### src/hdl/tmas_pkg.sv
`timescale 1ns / 1ps
// Shared types and constants of the trajectory smoother.
// No dependencies; used by the controller, the datapath and the top level.
package tmas_pkg;

	localparam int ChW   = 32;
	localparam int AccW  = 48;
	localparam int SumW  = 56;
	localparam int SlotW = 7;
	localparam int FsW   = 8;
	localparam int RadW  = 6;
	localparam int NumCh = 3;
	localparam int DepthS = 128;
	localparam int DivCntW = 6;

	localparam logic [RadW-1:0]    RadiusRst = 6'd50;
	localparam logic [SlotW-1:0]   ResultCap = 7'd64;
	localparam logic [SlotW-1:0]   PendMax   = 7'd127;
	localparam logic [FsW-1:0]     FsMax     = 8'd128;
	localparam logic [DivCntW-1:0] DivLast   = 6'(SumW - 1);

	typedef enum logic [3:0] {
		ST_IDLE,
		ST_ACC,
		ST_TRIM,
		ST_TRIM_SUB,
		ST_EM_CHECK,
		ST_EM_DROP,
		ST_EM_DROP_SUB,
		ST_EM_DIV,
		ST_EM_OUT,
		ST_FINISH
	} state_t;

	typedef struct packed {
		logic load_in;
		logic acc_upd;
		logic rd_oldest;
		logic sub_oldest;
		logic rd_prev;
		logic div_start;
		logic out_load;
		logic finish;
	} cmd_t;

	typedef struct packed {
		logic trim_need;
		logic emit_need;
		logic drop_need;
		logic div_done;
		logic out_free;
	} sts_t;

endpackage

### src/hdl/tmas_ctrl.sv
`timescale 1ns / 1ps
// Sequencer of the trajectory smoother: accumulate, trim, emit loop, finish.
// Depends on tmas_pkg; drives the datapath through cmd_t.
module tmas_ctrl (
	input  logic           clk,
	input  logic           arst_n,
	input  logic           s_axis_tvalid,
	output logic           s_axis_tready,
	input  tmas_pkg::sts_t sts,
	output tmas_pkg::cmd_t cmd
);
	import tmas_pkg::*;

	state_t state_q, state_d;

	always_ff @(posedge clk or negedge arst_n) begin
		if (!arst_n)
			state_q <= ST_IDLE;
		else
			state_q <= state_d;
	end

	always_comb begin
		state_d = state_q;
		cmd = '0;
		s_axis_tready = 1'b0;
		case (state_q)
			ST_IDLE: begin
				s_axis_tready = 1'b1;
				if (s_axis_tvalid) begin
					cmd.load_in = 1'b1;
					state_d = ST_ACC;
				end
			end
			ST_ACC: begin
				cmd.acc_upd = 1'b1;
				state_d = ST_TRIM;
			end
			ST_TRIM: begin
				if (sts.trim_need) begin
					cmd.rd_oldest = 1'b1;
					state_d = ST_TRIM_SUB;
				end else
					state_d = ST_EM_CHECK;
			end
			ST_TRIM_SUB: begin
				cmd.sub_oldest = 1'b1;
				state_d = ST_TRIM;
			end
			ST_EM_CHECK: begin
				state_d = sts.emit_need ? ST_EM_DROP : ST_FINISH;
			end
			ST_EM_DROP: begin
				if (sts.drop_need) begin
					cmd.rd_oldest = 1'b1;
					state_d = ST_EM_DROP_SUB;
				end else begin
					// fetch the previous trajectory value and start the divide
					cmd.rd_prev = 1'b1;
					cmd.div_start = 1'b1;
					state_d = ST_EM_DIV;
				end
			end
			ST_EM_DROP_SUB: begin
				cmd.sub_oldest = 1'b1;
				state_d = ST_EM_DROP;
			end
			ST_EM_DIV: begin
				if (sts.div_done)
					state_d = ST_EM_OUT;
			end
			ST_EM_OUT: begin
				if (sts.out_free) begin
					cmd.out_load = 1'b1;
					state_d = ST_EM_CHECK;
				end
			end
			ST_FINISH: begin
				cmd.finish = 1'b1;
				state_d = ST_IDLE;
			end
			default: state_d = ST_IDLE;
		endcase
	end

endmodule

### config.mk
export PLATFORM = sky130hd
export DESIGN_NAME = tmas_ctrl
export DESIGN_NICKNAME = d
export VERILOG_FILES = /design/src/hdl/tmas_pkg.sv /design/src/hdl/tmas_ctrl.sv
export SDC_FILE = /design/constraint.sdc
export NUM_CORES = 1
export LEC_CHECK = 0
export ABC_AREA = 1
export BUFFER_PORTS_ARGS = -buffer_cell sky130_fd_sc_hd__buf_4
export CAP_MARGIN = 0
export CORE_AREA = 4 4 41 43
export DETAILED_ROUTE_END_ITERATION = 7
export DIE_AREA = 0 0 45 47
export HOLD_SLACK_MARGIN = 0.12
export RECOVER_POWER = 50
export SETUP_SLACK_MARGIN = 0.4
export SYNTH_ARGS = -nofsm -noshare
export SYNTH_HDL_FRONTEND = slang
export SYNTH_SLANG_ARGS = --single-unit
### constraint.sdc
create_clock -name clk -period 1.2 [get_ports clk]
set_input_delay 0.18 -clock clk [delete_from_list [all_inputs] [get_ports clk]]
set_output_delay 0.18 -clock clk [all_outputs]
set_load 0.005 [all_outputs]
==> results.tsv <==
stage	metric	value	unit
outcome	run status	complete, but fails checks	
outcome	violated checks	setup timing	
detailed_routing	DRT Wirelength	1100	um
synthesis	part of the Yosys area used for sequential elements	0.269	
floorplanning	x dimension of the die	45	um
cts	buffer type at the clock tree root	clkbuf_4	
detailed_routing	average detailed-routed wire length per instance	10.2	um
finish	fin area	734	um^2
worst_setup_path	required time at the worst-slack endpoint	1.02	ns
synthesis	largest family of logic cells by synthesized area	simple AND/OR/NAND/NOR gates	
synthesis	complex-gate fraction of the synthesized area	0.0707	
power_and_ir_drop	PwrDens	2130	mW/mm^2
floorplanning	Die Y	47	um
floorplanning	row count	13	
detailed_routing	first drt pass iteration count	4	
finish	growth of design area from synthesis to finish	97.6	%
synthesis	synthesized-area fraction occupied by xor and xnor cells	0	
detailed_routing	DRC violations left	0	
detailed_routing	Routed Antenna Nets	0	
cts	CTS sink count	4	
place	number of I/O port buffers	16	
sta	Sum Neg Setup Slack	-1.73	ns
sta	RSZ-0062 raised after global routing	true	
place	dpl ws	-0.0166	ns
worst_setup_path	class of the most critical setup path	reg2out	
place	Placed Instances	95	
synthesis	mean post-synth cell area	5.99	um^2
worst_setup_path	highest fanout seen on the critical path	5	
sta	Worst Skew	0.00553	ns
sta	Tightest Pin Transition	0.198	ns
power_and_ir_drop	worst supply voltage drop on vdd	1.07	mV
cts	register clock-pin slew on the reported worst setup and hold paths	0.04	ns
place	total half-perimeter wirelength after legalization and detailed placement	812	um
power_and_ir_drop	reported leakage power	0.414	nW
synthesis	post-synthesis share of cell area spent on and, or, nand and nor gates	0.498	
power_and_ir_drop	net switching power	0.697	mW
flow_run	MaxCap Viol Count	0	
finish	number of flip-flops under the largest register name	4	
global_routing	number of antenna violations at the first check in global routing	0	
place	RePlAce Congestion	0.799	
worst_setup_path	startpoint class of the critical path	register	
synthesis	multiplexer fraction of the synthesized cell area	0	
synthesis	post-synth net total	70	
power_and_ir_drop	Switching Fraction	0.447	
sta	achievable frequency	716	MHz
worst_setup_path	kind of capture point of the worst setup path	output port	
power_and_ir_drop	power share of the combinational group	0.691	
synthesis	unique cell type count in the Yosys netlist	15	
power_and_ir_drop	total internal power	0.864	mW
cts	TritonCTS clock tree	built	
cts	Max Root-Sink Buffers	2	
finish	# diodes	0	
worst_setup_path	Arrival @ worst endpoint	1.22	ns
sta	setup violators final	12	
global_routing	pin count of the biggest net entering global routing	6	
synthesis	Warnings, synthesis	0	
synthesis	netlist area before placement	372	um^2
sta	max_slew headroom	0.868	
finish	number of standard cells in the final layout excluding fillers	108	
cts	clock buffer count from CTS	3	
detailed_routing	via/cell ratio	4.37	
sta	least setup slack across all paths after layout	-0.197	ns
finish	registers with the highest flip-flop counts	state_q (4)	
floorplanning	boundary pin count	17	
global_routing	global router's overall resource usage	0.120	
detailed_routing	number of violations reported at the end of detailed-routing iteration 0	3	
power_and_ir_drop	register share of total power	0.206	
global_routing	number of global-route vias before repair	483	
floorplanning	initial cell density of the core	0.286	
sta	crit path time final	1.40	ns
floorplanning	area of the die	0.00212	mm^2
finish	register with the highest flop count	state_q	
detailed_routing	via count of the routed design	472	
synthesis	flops & latches, synth	4	
finish	share of cells above drive strength 1	0.667	
power_and_ir_drop	clock group share of total power	0.103	
sta	fin crit share	1.16	
synthesis	area share of fa/ha/maj cells after synthesis	0	
sta	Hold Fails Final Rpt	0	
finish	Final Core Density	0.564	
cts	H-tree depth reported by CTS	1	
floorplanning	CORE AREA	0.00130	mm^2
min_path	class of the most critical hold timing path	in2reg	
synthesis	Post-Synthesis Cells	62	
cts	Clk Latency, worst-skew pair	0.23	ns
place	placed inst area	548	um^2
sta	final hold slack	0.237	ns
global_routing	gr ovfl total	0	
sta	number of pins exceeding their max-slew limit in the final report	0	
power_and_ir_drop	total power draw	1.56	mW
global_routing	first-pass GRT wire length	1840	um
finish	Layout Nets	103	
[worst paths after layout]
| path | start | endpoint | slack, ns | cells past startpoint |
|---|---|---|---|---|
| min | sts[3] | state_q[3] | 0.24 | 4 |
| max in group asynchronous | arst_n | state_q[0] | 0.71 | 2 |
| max | state_q[1] | cmd[1] | -0.20 | 5 |
| min reg2reg | state_q[2] | state_q[3] | 0.67 | 3 |
| max reg2reg | state_q[2] | state_q[0] | -0.10 | 9 |
| min in group asynchronous | arst_n | state_q[3] | 0.30 | 2 |
[cells in the mapped netlist]
cell type  count  area (um^2)
nor2_2         1         6.26
nor2_1         9         33.8
o21ai_0        2         10.0
nor2_4         1         11.3
nand3b_4       1         20.0
inv_1         13         48.8
inv_2          1         3.75
and2_1         1         6.26
nand2_1       18         67.6
nor3_1         2         10.0
dfrtp_1        4          100
buf_4          1         7.51
o2111ai_1      1         8.76
nand3_1        6         30.0
o211ai_1       1         7.51
[repair_timing]
item / in CTS / in global routing
setup endpoints to repair: 13 / 13
endpoints found under the hold margin: 4 / 0
pin swaps: 3 / 8
resized for setup: 11 / 19
hold buffers: 1 / 0
setup buffers: 4 / 5
cloned: 0 / 0
[cells in the final DEF (no fill, tap or decap)]
master	n
buf_4	21
nand2_1	14
inv_2	8
inv_1	6
buf_6	6
nor2_4	5
nand2_2	4
nand3_1	4
dfrtp_2	4
nor2_2	3
nor2_1	3
clkbuf_4	3
nor3_2	2
nand3_4	1
nand3_2	1
o21ai_2	1
and2_4	1
nand3b_4	1
o21ai_1	1
o2111ai_2	1
o211ai_1	1
dlygate4sd3_1	1
clkbuf_1	1
[routing by layer]
layer,vias to the layer above,track usage,routed length (um)
li1,252,-,-
met1,202,0.131,449
met2,18,0.203,573
met3,0,0.0536,79
met4,0,0.0526,0
met5,-,0,0
[cell families (layout without fill, tap and decap cells)]
group / after synthesis / in the layout
buffers and inverters: 15 / 46
flip-flops: 4 / 4
AND/OR/NAND/NOR: 39 / 39
AO/OA/AOI/OAI: 4 / 4
[power by group through the flow]
stage / Sequential (mW) / Clock [mW] / Combinational (mW)
final: 0.322 / 0.161 / 1.08
after global routing: 0.334 / 0.185 / 1.20
after CTS: 0.305 / 0.169 / 0.861
after detailed placement: 0.283 / 0 / 0.728
after global placement: 0.283 / 0 / 0.727
after floorplan: 0.271 / 0 / 0.456
[worst max-delay path: stages (launching register included)]
cell and delay [ns]:
dfrtp_2 0.45, nor2_4 0.17, and2_4 0.17, inv_2 0.03, nor2_2 0.06, buf_4 0.11
[area by class of cell]
| type | instances | area, um^2 |
|---|---|---|
| clock buffers | 3 | 22.5 |
| multi-input cells | 43 | 297 |
| fillers | 132 | 567 |
| inverters | 14 | 52.6 |
| well taps | 15 | 18.8 |
| repair buffers | 29 | 239 |
| flip-flops and latches | 4 | 105 |
Power figures use the tool's default switching activity.
